===== src/hw/rtl/lsrg_pkg.sv =====
// Shared types, codes and helper functions for the Laplacian stencil row generator.
// No dependencies; every other file imports this package.
`timescale 1ns / 1ps

package lsrg_pkg;

	localparam int DIM_W      = 7;
	localparam int COORD_W    = 8;
	localparam int KIND_W     = 2;
	localparam int IDX_W      = 14;
	localparam int OUT_IDX_W  = 12;
	localparam int COEF_W     = 3;
	localparam int N_ENT      = 5;
	localparam int ENT_W      = 3;
	localparam int CFG_IDX_W  = 3;
	localparam int CFG_DATA_W = 7;

	localparam logic [DIM_W-1:0]  WIDTH_RST  = 7'd64;
	localparam logic [DIM_W-1:0]  HEIGHT_RST = 7'd64;
	localparam logic [KIND_W-1:0] EDGE_RST   = 2'd1;

	localparam logic [KIND_W-1:0] KIND_NORMAL    = 2'd0;
	localparam logic [KIND_W-1:0] KIND_GRAD_HOLE = 2'd2;

	localparam logic OP_SET = 1'b0;
	localparam logic OP_ROW = 1'b1;

	localparam logic signed [COEF_W-1:0] CENTRE_COEF = -3'sd4;
	localparam logic signed [COEF_W-1:0] DIAG_COEF   = 3'sd1;

	typedef enum logic [CFG_IDX_W-1:0] {
		CFG_GRID_WIDTH,
		CFG_GRID_HEIGHT,
		CFG_LEFT_EDGE,
		CFG_RIGHT_EDGE,
		CFG_TOP_EDGE,
		CFG_BOTTOM_EDGE
	} cfg_reg_t;

	typedef enum logic [3:0] {
		ST_CLEAR,
		ST_IDLE,
		ST_CALC,
		ST_WRITE,
		ST_READ,
		ST_DRAIN,
		ST_BUILD,
		ST_EMIT
	} state_t;

	typedef enum logic [ENT_W-1:0] {
		RD_CENTRE,
		RD_Y_PLUS,
		RD_Y_MINUS,
		RD_X_PLUS,
		RD_X_MINUS
	} rd_sel_t;

	typedef enum logic [1:0] {
		BUILD_ERR,
		BUILD_SET,
		BUILD_ROW
	} build_t;

	typedef struct packed {
		logic [DIM_W-1:0] width;
		logic [DIM_W-1:0] height;
		logic             ep_left;
		logic             ep_right;
		logic             ep_top;
		logic             ep_bottom;
	} grid_cfg_t;

	typedef struct packed {
		logic             latch;
		logic             calc;
		logic             clr_wr;
		logic             mem_wr;
		logic             rd_en;
		rd_sel_t          rd_sel;
		logic             build;
		build_t           build_kind;
		logic             emit;
		logic [ENT_W-1:0] emit_idx;
		logic             emit_last;
	} dp_cmd_t;

	typedef struct packed {
		logic             in_grid;
		logic             op;
		logic             clr_last;
		logic             out_free;
		logic [ENT_W-1:0] n_ent;
	} dp_sts_t;

	typedef struct packed {
		logic signed [COEF_W-1:0] cp;
		logic signed [COEF_W-1:0] cm;
	} pair_coef_t;

	function automatic pair_coef_t mirror(input logic [KIND_W-1:0] plus_kind,
			input logic [KIND_W-1:0] minus_kind);
		pair_coef_t r;
		r.cp = '0;
		r.cm = '0;
		if (plus_kind == KIND_NORMAL) begin
			r.cp = r.cp + 3'sd1;
		end else if (plus_kind == KIND_GRAD_HOLE) begin
			r.cm = r.cm + 3'sd1;
		end
		if (minus_kind == KIND_NORMAL) begin
			r.cm = r.cm + 3'sd1;
		end else if (minus_kind == KIND_GRAD_HOLE) begin
			r.cp = r.cp + 3'sd1;
		end
		return r;
	endfunction

	function automatic logic signed [COEF_W-1:0] edge_coef(input logic ep);
		return ep ? 3'sd2 : 3'sd1;
	endfunction

endpackage


===== src/hw/rtl/lsrg_cfg.sv =====
// Configuration registers with grid size clamping and edge parameter decode.
// Depends on lsrg_pkg.
`timescale 1ns / 1ps

module lsrg_cfg #(
	parameter int MAX_WIDTH  = 64,
	parameter int MAX_HEIGHT = 64
) (
	input  logic                           clk,
	input  logic                           arst_n,
	input  logic                           wr_en,
	input  logic [lsrg_pkg::CFG_IDX_W-1:0] wr_index,
	input  logic [lsrg_pkg::CFG_DATA_W-1:0] wr_data,
	output lsrg_pkg::grid_cfg_t            grid
);
	import lsrg_pkg::*;

	logic [DIM_W-1:0]  width_q;
	logic [DIM_W-1:0]  height_q;
	logic [KIND_W-1:0] left_q;
	logic [KIND_W-1:0] right_q;
	logic [KIND_W-1:0] top_q;
	logic [KIND_W-1:0] bottom_q;

	always_ff @(posedge clk or negedge arst_n) begin
		if (!arst_n) begin
			width_q  <= WIDTH_RST;
			height_q <= HEIGHT_RST;
			left_q   <= EDGE_RST;
			right_q  <= EDGE_RST;
			top_q    <= EDGE_RST;
			bottom_q <= EDGE_RST;
		end else if (wr_en) begin
			case (wr_index)
				CFG_GRID_WIDTH:  width_q  <= wr_data;
				CFG_GRID_HEIGHT: height_q <= wr_data;
				CFG_LEFT_EDGE:   left_q   <= wr_data[KIND_W-1:0];
				CFG_RIGHT_EDGE:  right_q  <= wr_data[KIND_W-1:0];
				CFG_TOP_EDGE:    top_q    <= wr_data[KIND_W-1:0];
				CFG_BOTTOM_EDGE: bottom_q <= wr_data[KIND_W-1:0];
				default: ;
			endcase
		end
	end

	// Dirichlet bit wins over Neumann bit.
	always_comb begin
		if (width_q < DIM_W'(2)) begin
			grid.width = DIM_W'(2);
		end else if (width_q > MAX_WIDTH) begin
			grid.width = DIM_W'(MAX_WIDTH);
		end else begin
			grid.width = width_q;
		end
		if (height_q < DIM_W'(2)) begin
			grid.height = DIM_W'(2);
		end else if (height_q > MAX_HEIGHT) begin
			grid.height = DIM_W'(MAX_HEIGHT);
		end else begin
			grid.height = height_q;
		end
		grid.ep_left   = !left_q[0] && left_q[1];
		grid.ep_right  = !right_q[0] && right_q[1];
		grid.ep_top    = !top_q[0] && top_q[1];
		grid.ep_bottom = !bottom_q[0] && bottom_q[1];
	end

endmodule


===== config.mk =====
export PLATFORM = sky130hd
export DESIGN_NAME = lsrg_cfg
export DESIGN_NICKNAME = d
export VERILOG_FILES = /design/src/hw/rtl/lsrg_pkg.sv /design/src/hw/rtl/lsrg_cfg.sv
export SDC_FILE = /design/constraint.sdc
export NUM_CORES = 1
export LEC_CHECK = 0
export ABC_AREA = 1
export BUFFER_PORTS_ARGS = -buffer_cell sky130_fd_sc_hd__buf_4
export CAP_MARGIN = 20
export CORE_ASPECT_RATIO = 1.25
export CORE_MARGIN = 4
export CORE_UTILIZATION = 57
export CTS_BUF_LIST = sky130_fd_sc_hd__clkbuf_4
export CTS_CLUSTER_DIAMETER = 50
export CTS_CLUSTER_SIZE = 24
export DETAILED_ROUTE_END_ITERATION = 6
export PLACE_DENSITY = 0.95
export SLEW_MARGIN = 15
export SYNTH_ARGS = -nofsm -noshare
export SYNTH_HDL_FRONTEND = slang
export SYNTH_SLANG_ARGS = --single-unit

===== constraint.sdc =====
create_clock -name clk -period 2.35 [get_ports clk]
set_input_delay 0.235 -clock clk [delete_from_list [all_inputs] [get_ports clk]]
set_output_delay 0.235 -clock clk [all_outputs]
set_load 0.03 [all_outputs]

After elaboration in Yosys (flattened, before gate mapping)

Index checks and enable logic that the tools add are counted.

Equality and inequality tests: 5
Reduce and logical (&&, ||, !) cells: 15
Order comparisons: 4
Muxes and demuxes: 4

Operator list:

| operator                                                   | count |
|---|---|
| two-way mux 7 bit                                          | 4 |
| > comparator 7 bit, second input constant                  | 2 |
| less-than comparator 7 x 2 -> 1 bit, second input constant | 2 |
| AND reduction 2 bit                                        | 6 |
| equality test 3 x 2 -> 1 bit, second input constant        | 2 |
| equality test 3 bit, second input constant                 | 2 |
| logical AND 1 bit                                          | 4 |
| zero test 1 bit                                            | 4 |
| equality test 3 x 1 -> 1 bit, second input constant        | 1 |
| zero test 3 bit                                            | 1 |

Register bits: 22
Output and inout bits: 18
Word-level logic and storage cells: 34
Input port bits: 13

Logic depth before layout (Yosys ltp)

Word-level depth: 3
Depth in mapped cells: 6
Depth with buffers taken out: 5

Worst setup path before layout

Ideal clock, no wire load.

Path type: register -> output
Start: reg height_q[1]
End: out grid[7] (netlist name)
Data required time: 2.115 ns
Stages on the path, launching flop included: 4
Buffers on the path: 0
Arrival time: 1.308 ns
Setup slack: 0.807 ns
Cell sequence: dfrtp_1 nor2_1 nand3_1 a21boi_0

RTL lines:

| what                     | RTL line       | text |
|---|---|---|
| start: declaration       | lsrg_cfg.sv:19 | `logic [DIM_W-1:0] height_q;` |
| start signal: assignment | lsrg_cfg.sv:36 | `CFG_GRID_HEIGHT: height_q <= wr_data;` |
| end: declaration         | lsrg_cfg.sv:14 | `output lsrg_pkg::grid_cfg_t grid` |

==> run_results.csv <==
group,metric,value,unit
critical_path,crit_type,"reg -> out",
sta,tightest_slew,0.342,ns
synth,syn-num-nets,152,
critical_path,crit_fanout,9,
global_route,antenna_found_initial,0,
clock_tree,cts_root_buffer,"clkbuf_4",
route,viasPerCell,5.04,
synth,netlist_area,1130,um2
critical_path,crit_chain,"nor2_1, nand3_1, nand3b_1, inv_1, buf_4",
floorplanning,fp.dieW,47.9,um
route,avgRoutedWirePerCell,12.3,um
route,wl_met1,946,um
power_and_ir_drop,p_per_area,833,nW/um2
sta,maxSlewHeadroom,77.1,%
critical_path,cp.arrival,1.42,ns
floorplanning,dieArea,2770,um2
worst_hold_path,holdCritPathClass,"in -> reg",
synth,ys.warnings.count,0,
cells_and_area,finalNetCount,182,
synth,seq_area_frac_synth,49.2,%
cells_and_area,multi_input_area,442,um2
placed_design,numPortBuffers,30,
global_route,grt_use_total,18.9,%
cells_and_area,fillerInstances,144,
placed_design,dp_slack,1.06,ns
run_status,run_status,"finished clean",
placed_design,gp_congestion,0.745,
floorplanning,die_h,57.9,um
critical_path,cp-end-kind,"output port",
clock_tree,htreeDepth,1,
route,vias,942,
critical_path,critPathSlowestCell,"dfstp_2",
route,wl_met3,114,um
critical_path,slowest_delay,0.63,ns
cells_and_area,layout-drive-gt1-share,36.3,%
global_route,grt_pass1_wl,3940,um
floorplanning,core,1830,um2
clock_tree,worstSkewPairLatency,0.30,ns
floorplanning,start_util,62.0,%
synth,synth_seq_cells,22,
global_route,grt_overflow,0,
route,antenna_left,0,
clock_tree,clock_sinks,22,
sta,tns,0,ns
placed_design,hpwlAfterDp,1770,um
power_and_ir_drop,irDropWorstVdd,0.595,mV
power_and_ir_drop,power.leakage,0.743,nW
floorplanning,ios,31,
sta,fin_crit_sh,70.3,%
route,drc,0,
cells_and_area,seq_area,558,um2
synth,syn_inst,139,
sta,drv_slew,0,
cells_and_area,final_cell_mix,"30 x buf_4, 29 x nand2_1, 24 x inv_1",
route,drt-initial-drc-count,12,
clock_tree,clk_pin_slew,0.12,ns
sta,fin_skew,0,ns
route,wl_met2,1210,um
sta,rsz0062_at_grt,"no",
sta,setup_violations,0,
floorplanning,rows,17,
route,wl,2300,um
sta,setup_slack,0.699,ns
cells_and_area,layout_commonest_cell,"buf_4",
critical_path,start_kind,"flop",
clock_tree,cts_tree,"built",
synth,syn-mean-instance-area,8.16,um2
clock_tree,cts-buffers-inserted,3,
route,top_layer_used,"met4",
global_route,grt_max_degree,23,
clock_tree,clock_path_buffers,2,
global_route,grt_pass1_vias,967,
cells_and_area,area_growth,21.6,%
route,first_pass_iters,4,
sta,finalHoldWorstSlack,0.207,ns
sta,fmax,0.606,GHz
synth,yosys.cell_types.count,18,
job,maxCapViolations,0,
critical_path,worstPathRequired,2.12,ns
sta,hold_violations,0,
cells_and_area,n_antenna_cell,0,
sta,fin_crit,1.65,ns
## what timing repair did
action,CTS,global route
hold buffers,1,0
buffers inserted,0,0
gates resized for setup,0,0
endpoints found under the hold margin,16,0
## synth_stat cells
library cell | count | area share [%]
o21ai_2 | 14 | 11
buf_6 | 2 | 2.0
nand2_1 | 29 | 9.6
buf_2 | 2 | 0.88
clkbuf_1 | 2 | 0.66
inv_1 | 24 | 7.9
nor2_2 | 1 | 0.55
nand4_1 | 1 | 0.55
nor2_1 | 20 | 6.6
o21ai_0 | 8 | 3.5
nand3b_1 | 1 | 0.66
nand3_1 | 5 | 2.2
nor2_4 | 1 | 0.99
nand2_2 | 5 | 2.8
dfstp_2 | 6 | 14
inv_2 | 1 | 0.33
a21boi_0 | 1 | 0.66
dfrtp_1 | 16 | 35
## routing by layer
metal	vias up	GRT usage, %
met2	25	35.9
met1	434	21.1
met4	0	3.85
met3	4	2.17
met5	-	0
li1	479	-
## registers in the layout, summed over array words and instances (netlist names)
signal,count
bottom_q,2
height_q,7
left_q,2
right_q,2
top_q,2
width_q,7
## logic make-up (layout without fill, tap and decap cells)
group	Yosys count	after routing	share of synthesized area, %
flip-flops	22	22	49.2
buffers and inverters	31	60	11.8
AO/OA/AOI/OAI	23	23	15.0
AND/OR/NAND/NOR	63	63	24.0
## metrics by stage
step | area [um2] | utilization (%) | power, mW | std cells
4_1_cts | 1380 | 75.4 | 1.15 | 187
3_5_place_dp | 1340 | 73.4 | 0.984 | 182
6_report | 1380 | 75.4 | 1.15 | 187
3_3_place_gp | 1340 | 73.4 | 0.961 | 182
5_1_grt | 1380 | 75.4 | 1.22 | 187
2_1_floorplan | 1130 | - | 0.826 | 139
## final cells by class
class | count | area share [%]
clock buffers | 3 | 1.63
clock inverters | 1 | 0.272
inverters | 25 | 6.81
multi-input cells | 86 | 32.0
flip-flops and latches | 22 | 40.5
well taps | 19 | 1.72
repair buffers | 31 | 17.1
## worst paths after layout
| kind | start | end | slack [ns] | cells past startpoint |
|---|---|---|---|---|
| max | height_q[6] | grid[4] | 0.70 | 5 |
| min | wr_data[4] | height_q[4] | 0.21 | 3 |
| max reg2reg | width_q[6] | width_q[6] | 1.51 | 2 |
| min reg2reg | top_q[1] | top_q[1] | 0.51 | 2 |
| max in group asynchronous | arst_n | height_q[6] | 1.70 | 2 |
| min in group asynchronous | arst_n | width_q[3] | 0.37 | 2 |
## power breakdown
group	switching (mW)	internal [mW]	total [mW]
Sequential	0.0625	0.464	0.526
Combinational	0.277	0.172	0.449
Clock	0.112	0.0618	0.174
Total	0.451	0.697	1.15
## worst max-delay path, delay by kind of cell (launching register included)
kind                   cells  cell delay (ns)
DFF                        1             0.63
and+or+nand+nor            3             0.25
buffers and inverters      2             0.23
Note: power is estimated with default switching activity, not from simulation.
