--- config.mk ---
export PLATFORM = sky130hd
export DESIGN_NAME = lsrg_ctrl
export DESIGN_NICKNAME = d
export VERILOG_FILES = /design/src/hw/rtl/lsrg_pkg.sv /design/src/hw/rtl/lsrg_ctrl.sv
export SDC_FILE = /design/constraint.sdc
export NUM_CORES = 1
export LEC_CHECK = 0
export BUFFER_PORTS_ARGS = -buffer_cell sky130_fd_sc_hd__clkbuf_2
export CORE_MARGIN = 4
export CORE_UTILIZATION = 45
export DETAILED_ROUTE_END_ITERATION = 12
export PLACE_DENSITY = 0.77
export SETUP_SLACK_MARGIN = 0.1
export SLEW_MARGIN = 25
export SYNTH_ARGS = -nofsm -noshare
export SYNTH_HDL_FRONTEND = slang
export SYNTH_SLANG_ARGS = --single-unit
--- constraint.sdc ---
create_clock -name clk -period 1.74 [get_ports clk]
set_clock_uncertainty 0.2 [all_clocks]
set_input_delay 0.087 -clock clk [delete_from_list [all_inputs] [get_ports clk]]
set_output_delay 0.087 -clock clk [all_outputs]
set_load 0.01 [all_outputs]
--- src/hw/rtl/lsrg_pkg.sv ---
// Shared types, codes and helper functions for the Laplacian stencil row generator.
// No dependencies; every other file imports this package.
`timescale 1ns / 1ps

package lsrg_pkg;

	localparam int DIM_W      = 7;
	localparam int COORD_W    = 8;
	localparam int KIND_W     = 2;
	localparam int IDX_W      = 14;
	localparam int OUT_IDX_W  = 12;
	localparam int COEF_W     = 3;
	localparam int N_ENT      = 5;
	localparam int ENT_W      = 3;
	localparam int CFG_IDX_W  = 3;
	localparam int CFG_DATA_W = 7;

	localparam logic [DIM_W-1:0]  WIDTH_RST  = 7'd64;
	localparam logic [DIM_W-1:0]  HEIGHT_RST = 7'd64;
	localparam logic [KIND_W-1:0] EDGE_RST   = 2'd1;

	localparam logic [KIND_W-1:0] KIND_NORMAL    = 2'd0;
	localparam logic [KIND_W-1:0] KIND_GRAD_HOLE = 2'd2;

	localparam logic OP_SET = 1'b0;
	localparam logic OP_ROW = 1'b1;

	localparam logic signed [COEF_W-1:0] CENTRE_COEF = -3'sd4;
	localparam logic signed [COEF_W-1:0] DIAG_COEF   = 3'sd1;

	typedef enum logic [CFG_IDX_W-1:0] {
		CFG_GRID_WIDTH,
		CFG_GRID_HEIGHT,
		CFG_LEFT_EDGE,
		CFG_RIGHT_EDGE,
		CFG_TOP_EDGE,
		CFG_BOTTOM_EDGE
	} cfg_reg_t;

	typedef enum logic [3:0] {
		ST_CLEAR,
		ST_IDLE,
		ST_CALC,
		ST_WRITE,
		ST_READ,
		ST_DRAIN,
		ST_BUILD,
		ST_EMIT
	} state_t;

	typedef enum logic [ENT_W-1:0] {
		RD_CENTRE,
		RD_Y_PLUS,
		RD_Y_MINUS,
		RD_X_PLUS,
		RD_X_MINUS
	} rd_sel_t;

	typedef enum logic [1:0] {
		BUILD_ERR,
		BUILD_SET,
		BUILD_ROW
	} build_t;

	typedef struct packed {
		logic [DIM_W-1:0] width;
		logic [DIM_W-1:0] height;
		logic             ep_left;
		logic             ep_right;
		logic             ep_top;
		logic             ep_bottom;
	} grid_cfg_t;

	typedef struct packed {
		logic             latch;
		logic             calc;
		logic             clr_wr;
		logic             mem_wr;
		logic             rd_en;
		rd_sel_t          rd_sel;
		logic             build;
		build_t           build_kind;
		logic             emit;
		logic [ENT_W-1:0] emit_idx;
		logic             emit_last;
	} dp_cmd_t;

	typedef struct packed {
		logic             in_grid;
		logic             op;
		logic             clr_last;
		logic             out_free;
		logic [ENT_W-1:0] n_ent;
	} dp_sts_t;

	typedef struct packed {
		logic signed [COEF_W-1:0] cp;
		logic signed [COEF_W-1:0] cm;
	} pair_coef_t;

	function automatic pair_coef_t mirror(input logic [KIND_W-1:0] plus_kind,
			input logic [KIND_W-1:0] minus_kind);
		pair_coef_t r;
		r.cp = '0;
		r.cm = '0;
		if (plus_kind == KIND_NORMAL) begin
			r.cp = r.cp + 3'sd1;
		end else if (plus_kind == KIND_GRAD_HOLE) begin
			r.cm = r.cm + 3'sd1;
		end
		if (minus_kind == KIND_NORMAL) begin
			r.cm = r.cm + 3'sd1;
		end else if (minus_kind == KIND_GRAD_HOLE) begin
			r.cp = r.cp + 3'sd1;
		end
		return r;
	endfunction

	function automatic logic signed [COEF_W-1:0] edge_coef(input logic ep);
		return ep ? 3'sd2 : 3'sd1;
	endfunction

endpackage

--- src/hw/rtl/lsrg_ctrl.sv ---
// Controller state machine: clearing sweep, item sequencing and entry emission.
// Depends on lsrg_pkg; commands lsrg_dp through dp_cmd_t / dp_sts_t.
`timescale 1ns / 1ps

module lsrg_ctrl (
	input  logic              clk,
	input  logic              arst_n,
	input  logic              in_valid,
	output logic              in_ready,
	input  lsrg_pkg::dp_sts_t sts,
	output lsrg_pkg::dp_cmd_t cmd
);
	import lsrg_pkg::*;

	state_t           state_q, state_d;
	logic [ENT_W-1:0] k_q, k_d;

	always_ff @(posedge clk or negedge arst_n) begin
		if (!arst_n) begin
			state_q <= ST_CLEAR;
			k_q     <= '0;
		end else begin
			state_q <= state_d;
			k_q     <= k_d;
		end
	end

	always_comb begin
		state_d  = state_q;
		k_d      = k_q;
		cmd      = '0;
		in_ready = 1'b0;
		case (state_q)
			ST_CLEAR: begin
				cmd.clr_wr = 1'b1;
				if (sts.clr_last) begin
					state_d = ST_IDLE;
				end
			end
			ST_IDLE: begin
				in_ready = 1'b1;
				if (in_valid) begin
					cmd.latch = 1'b1;
					state_d   = ST_CALC;
				end
			end
			ST_CALC: begin
				cmd.calc = 1'b1;
				k_d      = '0;
				if (!sts.in_grid) begin
					cmd.build      = 1'b1;
					cmd.build_kind = BUILD_ERR;
					state_d        = ST_EMIT;
				end else if (sts.op == OP_SET) begin
					state_d = ST_WRITE;
				end else begin
					state_d = ST_READ;
				end
			end
			ST_WRITE: begin
				cmd.mem_wr     = 1'b1;
				cmd.build      = 1'b1;
				cmd.build_kind = BUILD_SET;
				state_d        = ST_EMIT;
			end
			ST_READ: begin
				cmd.rd_en  = 1'b1;
				cmd.rd_sel = rd_sel_t'(k_q);
				if (k_q == RD_X_MINUS) begin
					k_d     = '0;
					state_d = ST_DRAIN;
				end else begin
					k_d = k_q + ENT_W'(1);
				end
			end
			ST_DRAIN: begin
				state_d = ST_BUILD;
			end
			ST_BUILD: begin
				cmd.build      = 1'b1;
				cmd.build_kind = BUILD_ROW;
				k_d            = '0;
				state_d        = ST_EMIT;
			end
			ST_EMIT: begin
				if (sts.out_free) begin
					cmd.emit      = 1'b1;
					cmd.emit_idx  = k_q;
					cmd.emit_last = k_q == sts.n_ent - ENT_W'(1);
					if (cmd.emit_last) begin
						k_d     = '0;
						state_d = ST_IDLE;
					end else begin
						k_d = k_q + ENT_W'(1);
					end
				end
			end
			default: begin
				state_d = ST_IDLE;
			end
		endcase
	end

	a_emit_idx: assert property (@(posedge clk) disable iff (!arst_n)
		(state_q == ST_EMIT) |-> (k_q < sts.n_ent))
		else $error("entry index past the entry count");

	a_last_idle: assert property (@(posedge clk) disable iff (!arst_n)
		(cmd.emit && cmd.emit_last) |=> (state_q == ST_IDLE))
		else $error("final entry not followed by idle");

	a_latch_calc: assert property (@(posedge clk) disable iff (!arst_n)
		cmd.latch |=> (state_q == ST_CALC))
		else $error("accepted item not followed by index calculation");

endmodule

* Word-level counts from Yosys, hierarchy flattened *
Cells that the tools add are included.

storage, ports and cells
  flip-flop bits (word level) = 7
  input port bits = 10
  output and inout port bits = 17
  word-level logic and storage cells = 47

operators by class
  $add $sub $neg = 2
  equality and inequality tests = 14
  mux-type cells = 23
  reductions and logical operators = 6

operators with widths
  operator               number
  $mux W4                7
  $pmux W4 S7            1
  $pmux W3 S3            2
  $eq A4 B3 Y1 const B   4
  $mux W3                5
  $mux W5                2
  $ne A2 B2 Y1 const B   5
  $eq A4 B2 Y1 const B   2
  $mux W1                6
  $reduce_and A5 Y1      1
  $eq A4 B1 Y1 const B   1
  $logic_not A4 Y1       1
  $reduce_or A2 Y1       2
  $add A3 B1 Y3 const B  1
  $eq A3 B3 Y1           1
  $eq A3 B3 Y1 const B   1
  $reduce_bool A3 Y1     1
  $sub A3 B1 Y3 const B  1
  $reduce_and A2 Y1      1

* Depth between registers and ports, before layout *
  depth in word-level cells = 5
  depth in mapped cells = 6
  mapped depth without buffers = 6

* Worst setup path after synthesis *
OpenSTA, ideal clock, no wires.

  path kind = reg2reg
  start = reg state_q[1]
  end = reg state_q[2]
  library setup time = 129 ps
  arrival = 1149 ps
  data required time = 1411 ps
  setup slack = 263 ps
  stages on the path, launching flop included = 6
  path buffers = 1
  period minus slack after synthesis = 1477 ps
  cells stage by stage = dfrtp_1 -> buf_2 -> and4_1 -> inv_2 -> nor2_1 -> nor2_1

on the way
  longest elaborated chain between the ends = 3
  elaborated cells on any way between the ends = 16
  those cells by class = eq/ne: 12; mux: 1; reduce/logical: 3

ends and longest elaborated chain
  what                                                               RTL line         RTL
  from (decl)                                                        lsrg_ctrl.sv:15  state_t state_q, state_d;
  from (signal assigned)                                             lsrg_ctrl.sv:23  state_q <= state_d;
  $eq A4 B2 Y1, or another cell as far along                         lsrg_ctrl.sv:33  case (state_q)
  $reduce_or A2 Y1 (no line) / $ne A2 B2 Y1 (equally long branches)  --
  $pmux W4 S7 / $reduce_and A5 Y1 (equally long branches)            --

Parallel ways exist; a longest one is shown, timed or not.
A chain may end at the register's enable or synchronous reset.

==> impl_metrics.py <==
metrics = {
    "cells_and_area": {
        "drive_above_1_share": 0.5043,
        "seq_area_um2": 156.4,
        "nFillCells": 75,
        "multi_input_area_um2": 440.4,
        "nets": 130,
        "layout-area-overhead-vs-synth_pct": 51.36,
        "diodes": 0,
    },
    "critical_path": {
        "cp-start-kind": "flop",
        "reg2reg_from": "k_q[0]$_DFFE_PN0P_",
        "crit_arrival_ns": 1.32,
        "crit_path_end_kind": "output pin",
        "crit_path_start": "state_q[1]$_DFFE_PN0P_",
        "r2r-end": "k_q[1]$_DFFE_PN0P_",
        "critical_path_required_ns": 1.45,
        "reg2reg_slack_ns": 0.16,
        "crit_fanout": 11,
        "r2r_cells": 5,
        "path_class": "flop to output pin",
    },
    "clock_tree": {
        "clk_pin_slew_worst_paths_ns": 0.05,
        "clock_path_buffers": 2,
        "clockRootBuffer": "clkbuf_4",
        "clock_sinks": 6,
        "h-tree-depth": 1,
        "cts_tree": "built",
        "clkLatencyLatePin_ns": 0.25,
        "cts-buffers-inserted": 3,
    },
    "timing": {
        "final_max_slew_viol_count": 0,
        "fin_setup_tns_ns": 0,
        "timing.hold.ws_ns": -0.006031,
        "period_share": 0.9244,
        "fin_crit_ns": 1.609,
        "max_freq_mhz": 621.7,
        "hold_viol": 1,
        "final-setup-viol-count": 0,
        "rsz0062_at_grt": "yes",
        "relSlewSlack": 0.8445,
        "worstMarginPinSlew_ns": 0.2308,
    },
    "hold_path": {
        "hold-path-endpoint": "state_q[1]$_DFFE_PN0P_",
        "worstHoldStart": "in_valid",
        "worst_hold_path_type": "input port to flop",
        "min_path_cells": 3,
    },
    "place": {
        "gp_congestion": 0.7812,
        "hpwl_um": 1177,
        "numPortBuffers": 26,
    },
    "power": {
        "p_sw_frac": 0.4610,
        "p_leak_nw": 0.4859,
        "seqPwrFrac": 0.254,
        "power.density_mw_per_mm2": 1388,
        "power_mw": 1.259,
        "p_int_uw": 678.4,
        "irDropWorstVdd_mv": 0.8578,
        "pwr-share-comb": 0.642,
        "clockPowerShare": 0.104,
        "p_sw_uw": 580.4,
    },
    "grt": {
        "grt_first_pass_wirelength_um": 2311,
        "grt_max_degree": 14,
        "grt.total_usage": 0.1600,
        "grt-ovfl-total": 0,
        "antenna_found_initial": 0,
        "grt_pass1_vias": 549,
    },
    "floorplanning": {
        "coreArea_mm2": 0.001186,
        "fp.dieW_um": 44.50,
        "die_height_um": 44.50,
        "rows": 12,
        "start_util": 0.5053,
        "ios": 27,
        "die_area_mm2": 0.001980,
    },
    "detailed_routing": {
        "drt_iter0_drc": 28,
        "wl_per_cell_um": 12.88,
        "dr.pass1.iters": 4,
        "post_drt_via_cell_ratio": 5.256,
        "ant_nets": 0,
        "routed_wl_um": 1661,
        "vias": 678,
        "drc": 0,
    },
    "yosys": {
        "ys_top_cells_by_area": "dfrtp_1, ha_1, nor2_1",
        "ys_ff_latch": 6,
        "syn-num-nets": 91,
        "synth_top_area_cell": "dfrtp_1",
        "synthCells": 78,
        "avgSynthCellArea_um2": 7.684,
        "synth_area_um2": 599.3,
        "ys_seq_area_frac": 0.2505,
        "ys_types": 33,
        "yosysTopAreaCellShare": 0.2505,
        "ys_warn_count": 0,
    },
    "status": {
        "violations": "negative hold slack",
        "status": "finished, violations left",
    },
    "run": {
        "drv_cap": 0,
    },
}
[sequential cells by signal, indices dropped and copies added (netlist names)]
name / count
state_q: 3
k_q: 3
[per-layer routing]
metal  global-route usage  share of wire
met1               0.2122           0.41
met2               0.2436           0.52
met3              0.03659          0.057
met4              0.07229         0.0090
met5                    0              0
[worst max-delay path, stage by stage (launching register included)]
cell      delay, ns
dfrtp_2        0.49
nor2b_2        0.28
nor2b_1        0.17
clkbuf_2       0.14
[what timing repair did]
| item | 4_1_cts | 5_1_grt |
|---|---|---|
| setup buffers | 0 | 6 |
| setup endpoints to repair | 11 | 14 |
| hold buffers | 5 | 0 |
| cloned | 0 | 0 |
| pin swaps | 0 | 1 |
| hold endpoints to repair | 7 | 0 |
| gates resized for setup | 5 | 11 |
[worst max-delay path by stage]
stage / slack [ns] / to / depth (start not counted)
after floorplan: 0.26 / state_q[2]$_DFFE_PN0P_ / 5
after global placement: 0.11 / k_q[2]$_DFFE_PN0P_ / 5
after detailed placement: 0.11 / k_q[2]$_DFFE_PN0P_ / 5
after CTS: 0.07 / cmd[0] / 5
after global routing: 0.02 / k_q[1]$_DFFE_PN0P_ / 5
final: 0.13 / cmd[14] / 3
[cell usage in the layout (no fill, tap or decap), types with 2 or more instances in the layout]
master         Yosys  routed
nand3_1            5       4
clkbuf_2           0      26
nand2_1            8       8
dfrtp_2            0       5
buf_4              2       7
dlygate4sd3_1      0       5
xor2_2             0       2
o21ai_1            2       2
inv_1              6       6
and2_1             3       3
o21ai_0            3       3
ha_1               3       3
and3_1             4       4
nor2_1             9       7
clkbuf_4           0       3
nor3_1             2       2
[synthesized netlist by cell type]
cell      n
or2_2     1
inv_2     1
and3_1    4
buf_2     2
nor2_1    9
a21bo_2   1
a31oi_1   1
o21ai_1   2
o21ai_0   3
nand2_1   8
nand3_1   5
a21oi_1   1
a21oi_2   1
nor3b_1   2
and2b_1   1
xor2_1    2
buf_4     2
xnor3_1   1
nand3b_1  1
inv_1     6
nand4b_2  1
and3b_1   1
o311ai_2  1
dfrtp_1   6
and2_1    3
nor3_1    2
a211oi_1  1
clkbuf_1  1
and4_1    1
a22oi_1   1
nand2_2   1
ha_1      3
nor2b_1   2
[power groups by stage]
stage,Clock [mW],Combinational [mW],Sequential (mW)
3_3_place_gp,0,0.637,0.306
3_5_place_dp,0,0.642,0.306
5_1_grt,0.149,0.898,0.330
6_report,0.131,0.809,0.320
4_1_cts,0.132,0.660,0.312
2_1_floorplan,0,0.520,0.251
[logic make-up (layout without fill, tap and decap cells)]
| group | count (synthesis) | count (layout) | synth area share |
|---|---|---|---|
| xor gates and xnor gates | 3 | 3 | 0.06681 |
| buffers and inverters | 12 | 49 | 0.09184 |
| AOI/OAI and AO/OA | 12 | 12 | 0.1441 |
| DFF | 6 | 6 | 0.2505 |
| adders and majority gates | 3 | 3 | 0.06264 |
| and+or+nand+nor | 42 | 42 | 0.3841 |
[through the flow]
stage          setup WS [ns]  instances  cell area [um^2]    util
6_report              0.1315        129             907.1  0.7648
4_1_cts              0.06671        123             814.5  0.6867
3_5_place_dp          0.1128        115             733.2  0.6181
3_3_place_gp          0.1080        115             733.2  0.6181
5_1_grt              0.02494        129             907.1  0.7648
2_1_floorplan         0.2626         78             599.3       -
[final cells by class]
cell class,count,area share
flip-flops and latches,6,0.1724
repair buffers,39,0.2690
well taps,14,0.01931
clock buffers,3,0.02483
inverters,7,0.02897
multi-input cells,60,0.4855
No activity file was read; power rests on OpenSTA's default activity.
